--- config.mk ---
export PLATFORM = sky130hd
export DESIGN_NAME = scanline_adaptive_edge_finder
export DESIGN_NICKNAME = d
export VERILOG_FILES = /design/src/rtl/core/saef_pkg.sv /design/src/rtl/core/saef_win_ram.sv /design/src/rtl/core/saef_detect.sv /design/src/rtl/core/scanline_adaptive_edge_finder.sv
export SDC_FILE = /design/constraint.sdc
export NUM_CORES = 1
export LEC_CHECK = 0
export ABC_AREA = 1
export ABC_CLOCK_PERIOD_IN_PS = 21000
export BUFFER_PORTS_ARGS = -buffer_cell sky130_fd_sc_hd__buf_2
export CAP_MARGIN = 20
export CORE_MARGIN = 2
export CORE_UTILIZATION = 30
export DETAILED_ROUTE_END_ITERATION = 16
export REMOVE_ABC_BUFFERS = 1
export SLEW_MARGIN = 20
export SYNTH_ARGS = -nofsm -noshare
export SYNTH_HDL_FRONTEND = slang
export SYNTH_SLANG_ARGS = --single-unit
--- constraint.sdc ---
create_clock -name clk_i -period 21 [get_ports clk_i]
set_input_delay 4.2 -clock clk_i [delete_from_list [all_inputs] [get_ports clk_i]]
set_output_delay 4.2 -clock clk_i [all_outputs]
set_load 0.02 [all_outputs]
--- src/rtl/core/saef_pkg.sv ---
// Shared constants, types and codes of the scanline adaptive edge finder.
package saef_pkg;

  localparam int WIN_TAPS = 8;
  localparam int LIST_CAP = 1024;
  localparam int LINE_MAX = 4096;

  localparam int KIND_W = 2;
  localparam int PIX_W  = 8;
  localparam int Y_W    = 12;
  localparam int X_W    = 12;
  localparam int IDX_W  = 10;
  localparam int FRAC_W = 8;

  localparam int SLOT_W = $clog2(WIN_TAPS);
  localparam int SUM_W  = PIX_W + $clog2(WIN_TAPS);
  localparam int COL_W  = $clog2(LINE_MAX + 1);
  localparam int CNT_W  = $clog2(LIST_CAP);
  localparam int PROD_W = PIX_W + FRAC_W;

  localparam int S_DATA_W = ((PIX_W + Y_W + 7) / 8) * 8;
  localparam int EDGE_W   = 1 + X_W + Y_W + PIX_W + IDX_W;
  localparam int M_DATA_W = ((EDGE_W + 7) / 8) * 8;

  localparam logic [FRAC_W-1:0] FRAC_RESET = FRAC_W'(64);

  typedef enum logic [KIND_W-1:0] {
    KIND_PIXEL = 2'd0,
    KIND_LINE  = 2'd1,
    KIND_CLEAR = 2'd2
  } kind_e;

  typedef enum logic [1:0] {
    OP_NONE,
    OP_PIXEL,
    OP_LINE,
    OP_CLEAR
  } op_e;

  typedef struct packed {
    op_e               op;
    logic [COL_W-1:0]  col;
    logic [SLOT_W-1:0] slot;
    logic [Y_W-1:0]    row;
    logic [PIX_W-1:0]  pixel;
  } item_t;

  typedef struct packed {
    logic              we;
    logic [SLOT_W-1:0] addr;
    logic [PIX_W-1:0]  data;
  } ram_wr_t;

endpackage

--- src/rtl/core/saef_win_ram.sv ---
// Boxcar window memory: one write port, one read port with registered read data.
module saef_win_ram (
  input  logic                           clk_i,
  input  saef_pkg::ram_wr_t              wr_i,
  input  logic                           re_i,
  input  logic [saef_pkg::SLOT_W-1:0]    raddr_i,
  output logic [saef_pkg::PIX_W-1:0]     rdata_o
);

  logic [saef_pkg::PIX_W-1:0] mem_q [saef_pkg::WIN_TAPS];
  logic [saef_pkg::PIX_W-1:0] rdata_q;

  always_ff @(posedge clk_i) begin
    if (wr_i.we) begin
      mem_q[wr_i.addr] <= wr_i.data;
    end
  end

  always_ff @(posedge clk_i) begin
    if (re_i) begin
      rdata_q <= mem_q[raddr_i];
    end
  end

  assign rdata_o = rdata_q;

endmodule

--- src/rtl/core/saef_detect.sv ---
// Second stage: running sum, adaptive band, hysteresis, edge count and output register.
module saef_detect (
  input  logic                           clk_i,
  input  logic                           rst_ni,
  input  logic                           item_valid_i,
  input  saef_pkg::item_t                item_i,
  output logic                           item_ready_o,
  input  logic [saef_pkg::PIX_W-1:0]     rdata_i,
  input  logic [saef_pkg::FRAC_W-1:0]    frac_i,
  output saef_pkg::ram_wr_t              wr_o,
  output logic                           edge_valid_o,
  output logic [saef_pkg::M_DATA_W-1:0]  edge_data_o,
  input  logic                           edge_ready_i
);

  logic                           s1_valid_q, s1_valid_d;
  saef_pkg::item_t                s1_q;
  logic [saef_pkg::SUM_W-1:0]     sum_q, sum_d;
  logic                           above_q, above_d;
  logic [saef_pkg::CNT_W-1:0]     cnt_q, cnt_d;
  logic                           out_valid_q, out_valid_d;
  logic [saef_pkg::M_DATA_W-1:0]  out_data_q;

  logic                           adv;
  logic                           fill;
  logic [saef_pkg::PIX_W-1:0]     old_pix;
  logic [saef_pkg::PIX_W-1:0]     avg;
  logic [saef_pkg::PROD_W-1:0]    prod;
  logic [saef_pkg::PIX_W-1:0]     thr;
  logic [saef_pkg::PIX_W:0]       hi;
  logic [saef_pkg::PIX_W-1:0]     lo;
  logic                           is_pix;
  logic                           rise;
  logic                           fall;
  logic                           room;
  logic                           emit;

  assign adv          = s1_valid_q && (!out_valid_q || edge_ready_i);
  assign item_ready_o = !s1_valid_q || adv;
  assign is_pix       = (s1_q.op == saef_pkg::OP_PIXEL);

  always_comb begin
    fill    = s1_q.col < saef_pkg::COL_W'(saef_pkg::WIN_TAPS);
    old_pix = fill ? '0 : rdata_i;
    avg     = saef_pkg::PIX_W'(sum_q / saef_pkg::WIN_TAPS);
    prod    = saef_pkg::PROD_W'(avg) * saef_pkg::PROD_W'(frac_i);
    thr     = prod[saef_pkg::PROD_W-1:saef_pkg::FRAC_W];
    hi      = {1'b0, avg} + {1'b0, thr};
    lo      = (avg < thr) ? '0 : avg - thr;
    rise    = is_pix && !fill && !above_q && ({1'b0, s1_q.pixel} > hi);
    fall    = is_pix && !fill && above_q && !({1'b0, s1_q.pixel} > hi) && (s1_q.pixel < lo);
    room    = cnt_q < saef_pkg::CNT_W'(saef_pkg::LIST_CAP - 1);
    emit    = adv && (rise || fall) && room;
  end

  always_comb begin
    s1_valid_d = s1_valid_q;
    if (item_valid_i) begin
      s1_valid_d = 1'b1;
    end else if (adv) begin
      s1_valid_d = 1'b0;
    end
  end

  always_comb begin
    sum_d   = sum_q;
    above_d = above_q;
    cnt_d   = cnt_q;
    if (adv) begin
      unique case (s1_q.op)
        saef_pkg::OP_PIXEL: begin
          sum_d = sum_q - saef_pkg::SUM_W'(old_pix) + saef_pkg::SUM_W'(s1_q.pixel);
          if (rise) begin
            above_d = 1'b1;
          end else if (fall) begin
            above_d = 1'b0;
          end
          if (emit) begin
            cnt_d = cnt_q + 1'b1;
          end
        end
        saef_pkg::OP_LINE: begin
          sum_d   = '0;
          above_d = 1'b0;
        end
        saef_pkg::OP_CLEAR: begin
          cnt_d = '0;
        end
        default: begin
        end
      endcase
    end
  end

  always_comb begin
    out_valid_d = out_valid_q;
    if (emit) begin
      out_valid_d = 1'b1;
    end else if (edge_ready_i) begin
      out_valid_d = 1'b0;
    end
  end

  always_comb begin
    wr_o.we   = adv && is_pix;
    wr_o.addr = s1_q.slot;
    wr_o.data = s1_q.pixel;
  end

  always_ff @(posedge clk_i or negedge rst_ni) begin
    if (!rst_ni) begin
      s1_valid_q  <= 1'b0;
      sum_q       <= '0;
      above_q     <= 1'b0;
      cnt_q       <= '0;
      out_valid_q <= 1'b0;
    end else begin
      s1_valid_q  <= s1_valid_d;
      sum_q       <= sum_d;
      above_q     <= above_d;
      cnt_q       <= cnt_d;
      out_valid_q <= out_valid_d;
    end
  end

  always_ff @(posedge clk_i) begin
    if (item_valid_i) begin
      s1_q <= item_i;
    end
    if (emit) begin
      out_data_q <= saef_pkg::M_DATA_W'({saef_pkg::IDX_W'(cnt_q), s1_q.pixel, s1_q.row,
                                         saef_pkg::X_W'(s1_q.col), fall});
    end
  end

  assign edge_valid_o = out_valid_q;
  assign edge_data_o  = out_data_q;

endmodule

--- src/rtl/core/scanline_adaptive_edge_finder.sv ---
// Top level of the scanline adaptive edge finder: input decode, line position, window memory.
//
// Input words arrive on s_axis: tuser carries the kind (pixel, line start,
// clear edge list count), tdata the pixel and the row of a new line.
// Edge words leave on m_axis, one per detected edge that fits the list.
// threshold_frac is written through cfg_we_i/cfg_wdata_i; write it only while the block is
// idle (not enforced here); it resets to 64 (a band of one quarter of the local mean).
// An edge word reaches m_axis as follows: the accept edge registers the word and the window
// memory read; the second stage then updates the running sum, tests the band against the
// registered read data and, when it advances, loads the edge word into the output register.
// One word is accepted every cycle unless m_axis stalls; the window memory has one read
// and one write port, and a slot is read again only WIN_TAPS pixels after its write.
// When m_axis stalls, the output register holds its edge, the second stage
// holds its word, and s_axis_tready drops only once both are full.
// Reset clears the line position, row, running sum, band state, edge count
// and valid flags; the window memory is not cleared, the first WIN_TAPS
// pixels of each line read as zero instead.
module scanline_adaptive_edge_finder (
  input  logic                           clk_i,
  input  logic                           rst_ni,
  input  logic                           cfg_we_i,
  input  logic [saef_pkg::FRAC_W-1:0]    cfg_wdata_i,
  input  logic                           s_axis_tvalid,
  output logic                           s_axis_tready,
  input  logic [saef_pkg::S_DATA_W-1:0]  s_axis_tdata,  // pixel[7:0], line_y[19:8], zero fill
  input  logic [saef_pkg::KIND_W-1:0]    s_axis_tuser,  // kind[1:0]
  output logic                           m_axis_tvalid,
  input  logic                           m_axis_tready,
  output logic [saef_pkg::M_DATA_W-1:0]  m_axis_tdata   // polarity[0], x_position[12:1],
                                                        // y_position[24:13], edge_pixel[32:25],
                                                        // list_index[42:33], zero fill
);

  logic [saef_pkg::FRAC_W-1:0]  frac_q;
  logic [saef_pkg::COL_W-1:0]   col_q, col_d;
  logic [saef_pkg::SLOT_W-1:0]  slot_q, slot_d;
  logic [saef_pkg::Y_W-1:0]     row_q, row_d;

  logic                         accept;
  logic                         item_ready;
  saef_pkg::item_t              item;
  saef_pkg::ram_wr_t            ram_wr;
  logic                         ram_re;
  logic [saef_pkg::PIX_W-1:0]   ram_rdata;
  logic [saef_pkg::PIX_W-1:0]   in_pixel;
  logic [saef_pkg::Y_W-1:0]     in_line_y;

  assign in_pixel      = s_axis_tdata[saef_pkg::PIX_W-1:0];
  assign in_line_y     = s_axis_tdata[saef_pkg::PIX_W+saef_pkg::Y_W-1:saef_pkg::PIX_W];
  assign s_axis_tready = item_ready;
  assign accept        = s_axis_tvalid && item_ready;

  always_comb begin
    item.op    = saef_pkg::OP_NONE;
    item.col   = col_q;
    item.slot  = slot_q;
    item.row   = row_q;
    item.pixel = in_pixel;
    unique case (saef_pkg::kind_e'(s_axis_tuser))
      saef_pkg::KIND_PIXEL: begin
        if (col_q < saef_pkg::COL_W'(saef_pkg::LINE_MAX)) begin
          item.op = saef_pkg::OP_PIXEL;
        end
      end
      saef_pkg::KIND_LINE:  item.op = saef_pkg::OP_LINE;
      saef_pkg::KIND_CLEAR: item.op = saef_pkg::OP_CLEAR;
      default:              item.op = saef_pkg::OP_NONE;
    endcase
  end

  assign ram_re = accept && (item.op == saef_pkg::OP_PIXEL);

  always_comb begin
    col_d  = col_q;
    slot_d = slot_q;
    row_d  = row_q;
    if (accept) begin
      if (item.op == saef_pkg::OP_PIXEL) begin
        col_d  = col_q + 1'b1;
        slot_d = (slot_q == saef_pkg::SLOT_W'(saef_pkg::WIN_TAPS - 1)) ? '0 : slot_q + 1'b1;
      end else if (item.op == saef_pkg::OP_LINE) begin
        col_d  = '0;
        slot_d = '0;
        row_d  = in_line_y;
      end
    end
  end

  always_ff @(posedge clk_i or negedge rst_ni) begin
    if (!rst_ni) begin
      frac_q <= saef_pkg::FRAC_RESET;
      col_q  <= '0;
      slot_q <= '0;
      row_q  <= '0;
    end else begin
      if (cfg_we_i) begin
        frac_q <= cfg_wdata_i;
      end
      col_q  <= col_d;
      slot_q <= slot_d;
      row_q  <= row_d;
    end
  end

  saef_win_ram u_win_ram (
    .clk_i   (clk_i),
    .wr_i    (ram_wr),
    .re_i    (ram_re),
    .raddr_i (slot_q),
    .rdata_o (ram_rdata)
  );

  saef_detect u_detect (
    .clk_i        (clk_i),
    .rst_ni       (rst_ni),
    .item_valid_i (accept),
    .item_i       (item),
    .item_ready_o (item_ready),
    .rdata_i      (ram_rdata),
    .frac_i       (frac_q),
    .wr_o         (ram_wr),
    .edge_valid_o (m_axis_tvalid),
    .edge_data_o  (m_axis_tdata),
    .edge_ready_i (m_axis_tready)
  );

  a_no_slot_collision: assert property (@(posedge clk_i) disable iff (!rst_ni)
    !(ram_wr.we && ram_re && (ram_wr.addr == slot_q)))
    else $error("window read and write hit the same slot");

  a_col_bound: assert property (@(posedge clk_i) disable iff (!rst_ni)
    col_q <= saef_pkg::COL_W'(saef_pkg::LINE_MAX))
    else $error("column ran past the line limit");

  a_line_restart: assert property (@(posedge clk_i) disable iff (!rst_ni)
    (accept && (item.op == saef_pkg::OP_LINE)) |=> (col_q == '0) && (slot_q == '0))
    else $error("line start did not rewind column and slot");

endmodule

Word level (Yosys, flattened, before mapping)
Memory sizes are Yosys's and may differ from the RTL's. A register that Yosys moved wholly into a read port is not among the register bits. Index checks and enable logic that the tools add are counted.

Flip-flop bits (word level): 141. RAM bits: 64. Memories kept: 1.

Add/sub/neg operators: 7. $mul: 1. Magnitude comparators: 6. Equal/unequal tests: 10. Muxes and demuxes: 21. Bitwise operators: 1. Reduce and logical (&&, ||, !) cells: 31.

Memory list: u_win_ram.mem_q (words 8, bits a word 8, rd ports 1, clocked after memory_dff 1, write ports 1, line saef_win_ram.sv:10) `logic [saef_pkg::PIX_W-1:0] mem_q [saef_pkg::WIN_TAPS];`.

Operators with widths (number): $mux W13 (2); $pmux W11 S2 (1); $pmux W10 S2 (1); $lt A8 B8 Y1 (2); $mul A8 B8 Y16 (1); $mux W8 (2); $add A13 B1 Y13 const B (1); $lt A13 B13 Y1 const B (1); $lt A13 B4 Y1 const B (1); $logic_and A1 B1 Y1 (12); $add A11 B8 Y11 (1); $sub A11 B8 Y11 (1); $add A10 B1 Y10 const B (1); $lt A10 B10 Y1 const B (1); $mux W10 (1); $reduce_bool A2 Y1 (5); $add A8 B8 Y9 (1); $gt A8 B9 Y1 (1); $mux W1 (9); $mux W3 (3); $reduce_and A3 Y1 (3); $eq A2 B2 Y1 const B (4); $sub A8 B8 Y8 (1); $eq A2 B1 Y1 const B (3); other kinds (11) (18).

Depth between registers and ports, before layout
Gate-level depths: netlist of the first run.

Depth after elaboration: 11. Gate-level depth with buffers: 43. Mapped depth without buffers: 42.

By module
From an unflattened synthesis of the first run, not the netlist that was laid out.

Cell total of the unflattened synthesis: 1373. Area total of the unflattened synthesis: 12858.6 um^2.

By module, submodules not included: saef_detect (times used 1, cells each 869, area an instance 7967.6 um^2); saef_win_ram (times used 1, cells each 303, area an instance 3130.5 um^2); scanline_adaptive_edge_finder (times used 1, cells each 201, area an instance 1760.4 um^2).

Least setup slack after synthesis of the first run
Ideal clock, no wire load.

Path type: in2out. From: input port m_axis_tready. To: output port s_axis_tready. Arrival: 4396 ps. Data required time: 16800 ps. Path slack: 12404 ps. Stages on the path: 2. Buffers on the path: 0. Path through: inv_1 > nand3_2.

Word-level cells in the longest chain between the ends: 3.

RTL lines: start: declaration (line scanline_adaptive_edge_finder.sv:28) `input logic m_axis_tready,`; $logic_or A1 B1 Y1 (line saef_detect.sv:38) `assign adv = s1_valid_q && (!out_valid_q || edge_ready_i);`; $logic_and A1 B1 Y1 (line saef_detect.sv:38); $logic_or A1 B1 Y1 (line saef_detect.sv:39) `assign item_ready_o = !s1_valid_q || adv;`; end: declaration (line scanline_adaptive_edge_finder.sv:24) `output logic s_axis_tready,`.

Every way passes these cells.

Worst setup path in the final report of the first run
Ends and elaborated chain as after synthesis.

==> qor.txt, run 1 <==
top cells by count, synth: inv_1, nand2_1, edfxtp_1, nor2_1, ha_1
Final nets: 1463
Post-Syn Area: 12200 um^2
GRT busiest layer: met2
setup tns final: 0 ns
WL per Instance: 13.7 um
initial antenna violation count: 1
Slew Limit Fails: 0
Root Buffer: clkbuf_16
met3 usage: 2.03%
area grow syn2layout: 13.6%
synthesized netlist cell count: 1217
# IOs: 89
vias per inst: 4.53
clk buf depth: 3
Synth Register Bits: 213
post-DP HPWL: 18000 um
Hold Vio Cnt, Final: 0
CTS clk-pin slew, worst paths: 0.06 ns
global routing usage on met1: 16.5%
Worst-Margin Slew: 0.974 ns
cts bufs inserted: 23
WL final: 25100 um
sequential fraction of the synthesis area: 49.9%
most frequent CP cell: buf_2
hold buffer count at cts: 0
# resized after CTS: 0
number of global-route vias before repair: 8318
Routed Antenna Nets: 0
# clock sinks: 213
Port Buffers: 79
Warnings, synthesis: 0
Hold WC Path Type: flop to flop
fillers: 4045
Initial DRC Count: 490
status: finished, final reports clean
startpoint types: input pin
die height: 206 um
Synth cell types: 47
share of post-route cells with drive strength above 1: 14.0%
multi-input logic area: 5070 um^2
first-pass GRT wire length: 41400 um
count leader, synth: inv_1
min cycle time layout: 8.82 ns
CP Data Arrival Time: 4.62 ns
largest net degree at the start of global routing: 61
Reg area: 6100 um^2
Die Width: 206 um
area leader, netlist: edfxtp_1
M2 GR Usage: 19.9%
CP endpoint kind: output pin
Total GRT Usage: 12.0%
DRC: 0
core area: 40000 um^2
Clock Skews: 0.0138 ns
fmax: 113 MHz
Slowest cell on crit path: buf_2
max_slew headroom: 35.0%
Die ar.: 42400 um^2
internal reg-to-reg setup slack: 13.37 ns
critical path, cell by cell: buf_2 -> inv_1 -> nand3_2 -> buf_2
Post-CTS Setup Inserts: 0
crit-path max FO: 3
Worst Path Required: 16.80 ns
H-tree Lvls: 1
max incr delay on CP: 0.17 ns
endpoints failing setup: 0
gr ovfl total: 0
Max Cap Viol: 0
initial cell density of the core: 30.6%
First-pass DRT Iterations: 5
period utilization: 42.0%
Top FF cell, synth: edfxtp_1
TritonCTS clock tree: yes
Rows: 73
Async S/R FF share, synth: 28.2%
Skew-Pair Late Insertion Delay: 0.52 ns
RSZ-0062 raised after global routing: no
top cells by area, synth: edfxtp_1, dfrtp_1, ha_1, fa_1, inv_1
global placement routability congestion: 0.856
kind of critical path: input pin to output pin
Via Count: 8319
number of flops mapped to enable cells by yosys: 153
post-synth top area share: 37.6%
syn avg cell area: 10.0 um^2
sequential cells by signal, summed over array words and instances (netlist names), 3 cells and up:
name                  count
row_q                    12
frac_q                    8
u_detect.sum_q           11
u_detect.cnt_q           10
u_win_ram.rdata_o         8
u_detect.edge_data_o     43
u_detect.wr_o            11
u_win_ram.mem_q          64
slot_q                    3
col_q                    13
u_detect.s1_q            27
per-layer routing:
layer / vias to the layer above / routed length [um]
li1: 4107 / -
met1: 4046 / 12000
met2: 137 / 11600
met3: 29 / 1110
met4: 0 / 395
met5: - / 0
final timing paths:
check | startpoint | to | cells past startpoint
worst max-delay path | m_axis_tready | s_axis_tready | 4
max in group asynchronous | rst_ni | u_detect.sum_q[1] | 2
worst min-delay path | u_detect.s1_q[25] | u_detect.edge_data_o[3] | 0
worst max register to register | u_detect.sum_q[6] | u_detect.edge_data_o[22] | 31
min in group asynchronous | rst_ni | row_q[0] | 2
worst min register to register | u_detect.s1_q[25] | u_detect.edge_data_o[3] | 0
through the flow:
| step | cells | util (%) | hold slack (ns) | worst slack (ns) | cell area, um^2 |
|---|---|---|---|---|---|
| finish | 1836 | 34.7 | 0.414 | 12.18 | 13900 |
| global route | 1835 | 34.7 | 0.422 | 12.14 | 13900 |
| CTS | 1834 | 34.7 | 0.416 | 12.17 | 13900 |
| detailed placement | 1792 | 32.8 | 0.405 | 12.18 | 13100 |
| global placement | 1792 | 32.8 | 0.401 | 12.19 | 13100 |
| floorplan | 1186 | - | 0.400 | 12.40 | 12000 |
final cells by class:
class,instances,area share (%)
Antenna cell,1,0.0180
Clock buffer,35,4.83
Clock inverter,7,0.586
Inverter,234,6.34
Multi-Input combinational cell,739,36.5
Sequential cell,213,43.9
Tap cell,525,4.73
Timing Repair Buffer,82,3.10
placed cells by master (no fill, tap or decap), types with 5 or more instances in the layout:
cell / count
inv_1: 222
nand2_1: 196
edfxtp_1: 153
nor2_1: 126
ha_1: 86
buf_2: 79
dfrtp_1: 59
o21ai_0: 57
fa_1: 45
a21oi_1: 38
nand3_1: 32
clkbuf_16: 23
mux2_2: 18
o22ai_1: 15
xor2_1: 14
nand3_2: 12
nand2_2: 10
a31oi_1: 10
inv_2: 9
nand4_1: 9
nor3_1: 9
xnor2_1: 8
o21bai_1: 7
clkbuf_1: 7
nor3b_1: 6
nor2_2: 5
conb_1: 5
clkbuf_8: 5
kinds of logic (layout without fill, tap and decap cells):
kind of cell               count (synthesis)  in the layout  share of synthesized area [%]
muxes                                     18             18                           1.66
AOI/OAI and AO/OA                        144            144                           6.77
other                                      1              6                         0.0307
buffers and inverters                    269            358                           8.79
and+or+nand+nor                          419            419                           15.1
xor gates and xnor gates                  22             22                           1.58
adders and majority gates                131            131                           16.2
DFF                                      213            213                           49.9
critical path: cells and delay by family:
family                 cells  cell delay (ns)
and+or+nand+nor            1             0.08
buffers and inverters      3             0.34
Power of run 1 is left out: the tool's default activity adds up to more than one toggle a clock period on the data nets, which glitch-free logic cannot reach.
==> run 2: changes to the inputs <==
Settings changed: ABC_CLOCK_PERIOD_IN_PS 21000 to 7600.
Clock period 21 ns to 7.6 ns, I/O delays scaled along.
==> qor.txt, run 2 (same netlist as run 1, synthesis figures left out) <==
status: finished, final reports clean
global placement routability congestion: 0.826 (-3.5%)
Max Cap Viol: 0 (unchanged)
Routed Antenna Nets: 0 (unchanged)
CTS clk-pin slew, worst paths: 0.06 ns (about the same)
# clock sinks: 213 (unchanged)
# IOs: 89 (unchanged)
Die ar.: 42400 um^2 (unchanged)
most frequent cells in the layout: inv_1, nand2_1, edfxtp_1, nor2_1, ha_1
delay-heaviest family, CP: adder cells
hold buffer count at cts: 0 (unchanged)
Critical path buffers and inverters: 6 (+3)
Worst-Margin Slew: 0.955 ns (-0.0183 ns)
area grow syn2layout: 14.7%
Initial DRC Count: 507 (+3.5%)
most common cell after layout, fill and taps aside: inv_1
Root Buffer: clkbuf_16
post-DP HPWL: 18800 um (+5.0%)
fmax: 141 MHz
Port Buffers: 79 (unchanged)
H-tree Lvls: 1 (unchanged)
CP Data Arrival Time: 7.33 ns (+2.71 ns)
share of post-route cells with drive strength above 1: 15.5% (+1.5 points)
clk buf depth: 3 (unchanged)
final hold slack: 0.419 ns (+0.00468 ns)
Hold WC Path Type: flop to flop
Final Util: 35.0% (+0.33 points)
max reg flops: 64 (unchanged)
Final nets: 1475 (+0.82%)
kind of critical path: flop to flop
core area: 40000 um^2 (unchanged)
Die Width: 206 um (unchanged)
die height: 206 um (unchanged)
endpoints failing setup: 0 (unchanged)
gr ovfl total: 0 (unchanged)
WL final: 25700 um (+2.5%)
Worst Path Required: 7.82 ns (-8.98 ns)
Rows: 73 (unchanged)
setup tns final: 0 ns (unchanged)
Skew-Pair Late Insertion Delay: 0.51 ns (about the same)
Slowest cell on crit path: dfstp_2
initial antenna violation count: 1 (unchanged)
DRC: 0 (unchanged)
First-pass DRT Iterations: 5 (unchanged)
number of global-route vias before repair: 8394 (+0.91%)
CP endpoint kind: flop
max incr delay on CP: 0.58 ns (+0.41 ns)
period utilization: 93.6%
Hold Vio Cnt, Final: 0 (unchanged)
TritonCTS clock tree: yes
largest net degree at the start of global routing: 61 (unchanged)
Via Count: 8384 (+0.78%)
RSZ-0062 raised after global routing: no
Slew Limit Fails: 0 (unchanged)
crit-path max FO: 15 (+12)
first-pass GRT wire length: 42700 um (+3.1%)
vias per inst: 4.54 (+0.13%)
Total GRT Usage: 12.4% (+0.45 points)
max_slew headroom: 36.2% (+1.2 points)
initial cell density of the core: 30.6% (unchanged)
largest register by flop count: u_win_ram.mem_q
WL per Instance: 13.9 um (+1.9%)
min cycle time layout: 7.11 ns
cts bufs inserted: 23 (unchanged)
Clock Skews: 0.0133 ns (-0.000488 ns)
startpoint types: flop
==> run 2: cell types whose count changed in the layout (fill, tap and decap cells not counted), sizes merged <==
cell,delta
bufinv,+1
buf,+11
inv,+3
clkbuf,-7
clkinv,+4
==> run 2: path summary, 6_finish.rpt <==
path | startpoint | slack (ns) | cells past startpoint | to
setup / recovery | frac_q[6] | 0.49 | 31 | u_detect.edge_data_o[10]
hold / removal | u_detect.s1_q[11] | 0.42 | 0 | u_detect.edge_data_o[16]
setup reg to reg | frac_q[6] | 0.49 | 31 | u_detect.edge_data_o[10]
hold reg to reg | u_detect.s1_q[11] | 0.42 | 0 | u_detect.edge_data_o[16]
max in group asynchronous | rst_ni | 5.74 | 2 | frac_q[4]
min in group asynchronous | rst_ni | 1.21 | 2 | row_q[8]
==> run 2: layout make-up <==
cell class / count / area (um^2)
tap: 525 / 657
clock inverter: 15 / 149
timing repair buffer: 94 / 542
multi-input combinational: 739 / 5080
inverter: 234 / 883
sequential: 213 / 6100
clock buffer: 27 / 601
fill: 4015 / 26000
antenna: 1 / 2.50
==> run 2: per-layer routing <==
layer,wire length (um),GRT usage (%),vias to the layer above
met5,0,0,-
met4,422,2.73,0
met3,964,1.77,34
met2,12000,20.3,167
met1,12300,17.5,4051
li1,-,-,4132
==> run 2: timing repair <==
action	in CTS	in global routing
endpoints found under the hold margin	0	0
buffers inserted	0	2
endpoints found under the setup margin	0	53
resized for setup	0	11
==> run 2: through the flow <==
step / instance area (um^2) / instances / worst slack, ns
after global placement: 13200 / 1802 / 0.261
after floorplan: 12000 / 1186 / 0.322
after global routing: 14000 / 1847 / 0.0191
after detailed placement: 13200 / 1802 / 0.158
final: 14000 / 1848 / 0.488
after CTS: 13900 / 1844 / 0.123
Power of run 2 is left out for the same reason.
==> run 3: changes to the inputs <==
Settings changed: CORE_UTILIZATION 30 to 55, PLACE_DENSITY set to 0.77.
==> qor.txt, run 3 (same netlist as run 1, synthesis figures left out) <==
# IOs: 89 (unchanged)
RSZ-0062 raised after global routing: no
First-pass DRT Iterations: 5 (unchanged)
area grow syn2layout: 11.7%
Rows: 54 (-26%)
fillers: 1745 (-57%)
TritonCTS clock tree: yes
Clock Skews: 0.0104 ns (-0.00295 ns)
Via Count: 8483 (+1.2%)
FF-to-FF Start: frac_q[6]
vias per inst: 5.30 (+17%)
Worst Path Required: 7.82 ns (about the same)
reg2reg end: u_detect.edge_data_o[24]
Worst Hold Depth: 0 (unchanged)
Hold Vio Cnt, Final: 0 (unchanged)
endpoints failing setup: 0 (unchanged)
kind of critical path: flop to flop
gr ovfl total: 0 (unchanged)
crit-path max FO: 14 (-1)
core area: 21800 um^2 (-45%)
first-pass GRT wire length: 41700 um (-2.2%)
max reg flops: 64 (unchanged)
Final Util: 62.6% (+28 points)
Final nets: 1475 (unchanged)
max_slew headroom: 36.5% (+0.22 points)
Slowest cell on crit path: dfstp_2
cts bufs inserted: 23 (unchanged)
CTS clk-pin slew, worst paths: 0.06 ns (about the same)
initial antenna violation count: 0 (-1)
Total GRT Usage: 21.7% (+9.3 points)
setup tns final: 0 ns (unchanged)
fmax: 141 MHz (+0.60%)
met1 WL: 11100 um (-10%)
Skew-Pair Late Insertion Delay: 0.51 ns (about the same)
WL final: 25300 um (-1.6%)
share of post-route cells with drive strength above 1: 15.4% (-0.076 points)
# clock sinks: 213 (unchanged)
Die Width: 153 um (-26%)
CP Data Arrival Time: 7.29 ns (-0.04 ns)
die height: 153 um (-26%)
global placement routability congestion: 0.901 (+9.2%)
status: finished, final reports clean
min cycle time layout: 7.07 ns (-0.0426 ns)
max incr delay on CP: 0.58 ns (about the same)
hold endpoint: u_detect.edge_data_o[23]
H-tree Lvls: 1 (unchanged)
Met3 Routed Length: 997 um (+3.4%)
Die ar.: 23400 um^2 (-45%)
period utilization: 93.0% (-0.56 points)
number of global-route vias before repair: 8641 (+2.9%)
initial cell density of the core: 56.0% (+25 points)
Initial DRC Count: 553 (+9.1%)
Worst-Margin Slew: 0.950 ns (-0.00570 ns)
antenna cells: 0 (-1)
Max Cap Viol: 0 (unchanged)
most common cell after layout, fill and taps aside: inv_1
HP Start: u_detect.s1_q[18]
CP endpoint kind: flop
Hold WC Path Type: flop to flop
post-DP HPWL: 18200 um (-3.2%)
largest register by flop count: u_win_ram.mem_q
startpoint types: flop
most frequent cells in the layout: inv_1, nand2_1, edfxtp_1, nor2_1, ha_1
most frequent CP cell: nand2_1
clk buf depth: 3 (unchanged)
Routed Antenna Nets: 0 (unchanged)
r2r worst-path depth: 38 (+23%)
DRC: 0 (unchanged)
max layer used: met4
WL per Instance: 15.8 um (+14%)
largest net degree at the start of global routing: 61 (unchanged)
Port Buffers: 79 (unchanged)
Slew Limit Fails: 0 (unchanged)
Root Buffer: clkbuf_16
Routed met2 length: 12700 um (+6.0%)
internal reg-to-reg setup slack: 0.53 ns (+0.04 ns)
-- run 3: what timing repair did --
| item | in CTS | in global routing |
|---|---|---|
| gates resized for setup | 0 | 15 |
| endpoints found under the setup margin | 0 | 54 |
| buffers inserted | 0 | 1 |
| hold buffers | 0 | 0 |
-- run 3: through the flow --
step,area [um^2],hold WS (ns),std cells,setup WS [ns]
finish,13700,0.421,1602,0.531
detailed placement,12900,0.405,1558,0.136
global route,13700,0.426,1602,0.0478
CTS,13600,0.415,1600,0.111
floorplan,12000,0.400,1186,0.322
global placement,12900,0.401,1558,0.345
-- run 3: worst max-delay path by stage --
| stage | start | endpoint |
|---|---|---|
| after floorplan | frac_q[6] | u_detect.edge_data_o[0] |
| after global placement | frac_q[6] | u_detect.edge_data_o[25] |
| after detailed placement | frac_q[6] | u_detect.edge_data_o[25] |
| after CTS | frac_q[6] | u_detect.edge_data_o[2] |
| after global routing | frac_q[6] | u_detect.edge_data_o[24] |
| final | frac_q[6] | u_detect.edge_data_o[24] |
-- run 3: metal layers --
metal,up-vias,global-route usage (%)
li1,4131,-
met1,4128,29.3
met2,184,37.7
met3,40,2.41
met4,0,5.78
met5,-,0
-- run 3: worst max-delay path, delay by kind of cell (launching register included) --
kind	cells	cell delay [ns]
compound gates	7	0.98
fa+ha+maj	7	3.05
xor+xnor	2	0.34
buf+inv	8	0.76
simple gates	14	1.05
flops	1	0.58
-- run 3: final cells by class --
class	count	area, um^2	share of cell area, %
timing repair buffer	94	542	3.97
tap	280	350	2.57
clock inverter	16	100	0.733
clock buffer	26	587	4.30
inverter	234	883	6.47
sequential	213	6100	44.7
multi-input combinational	739	5100	37.3
Power of run 3 is left out for the same reason.
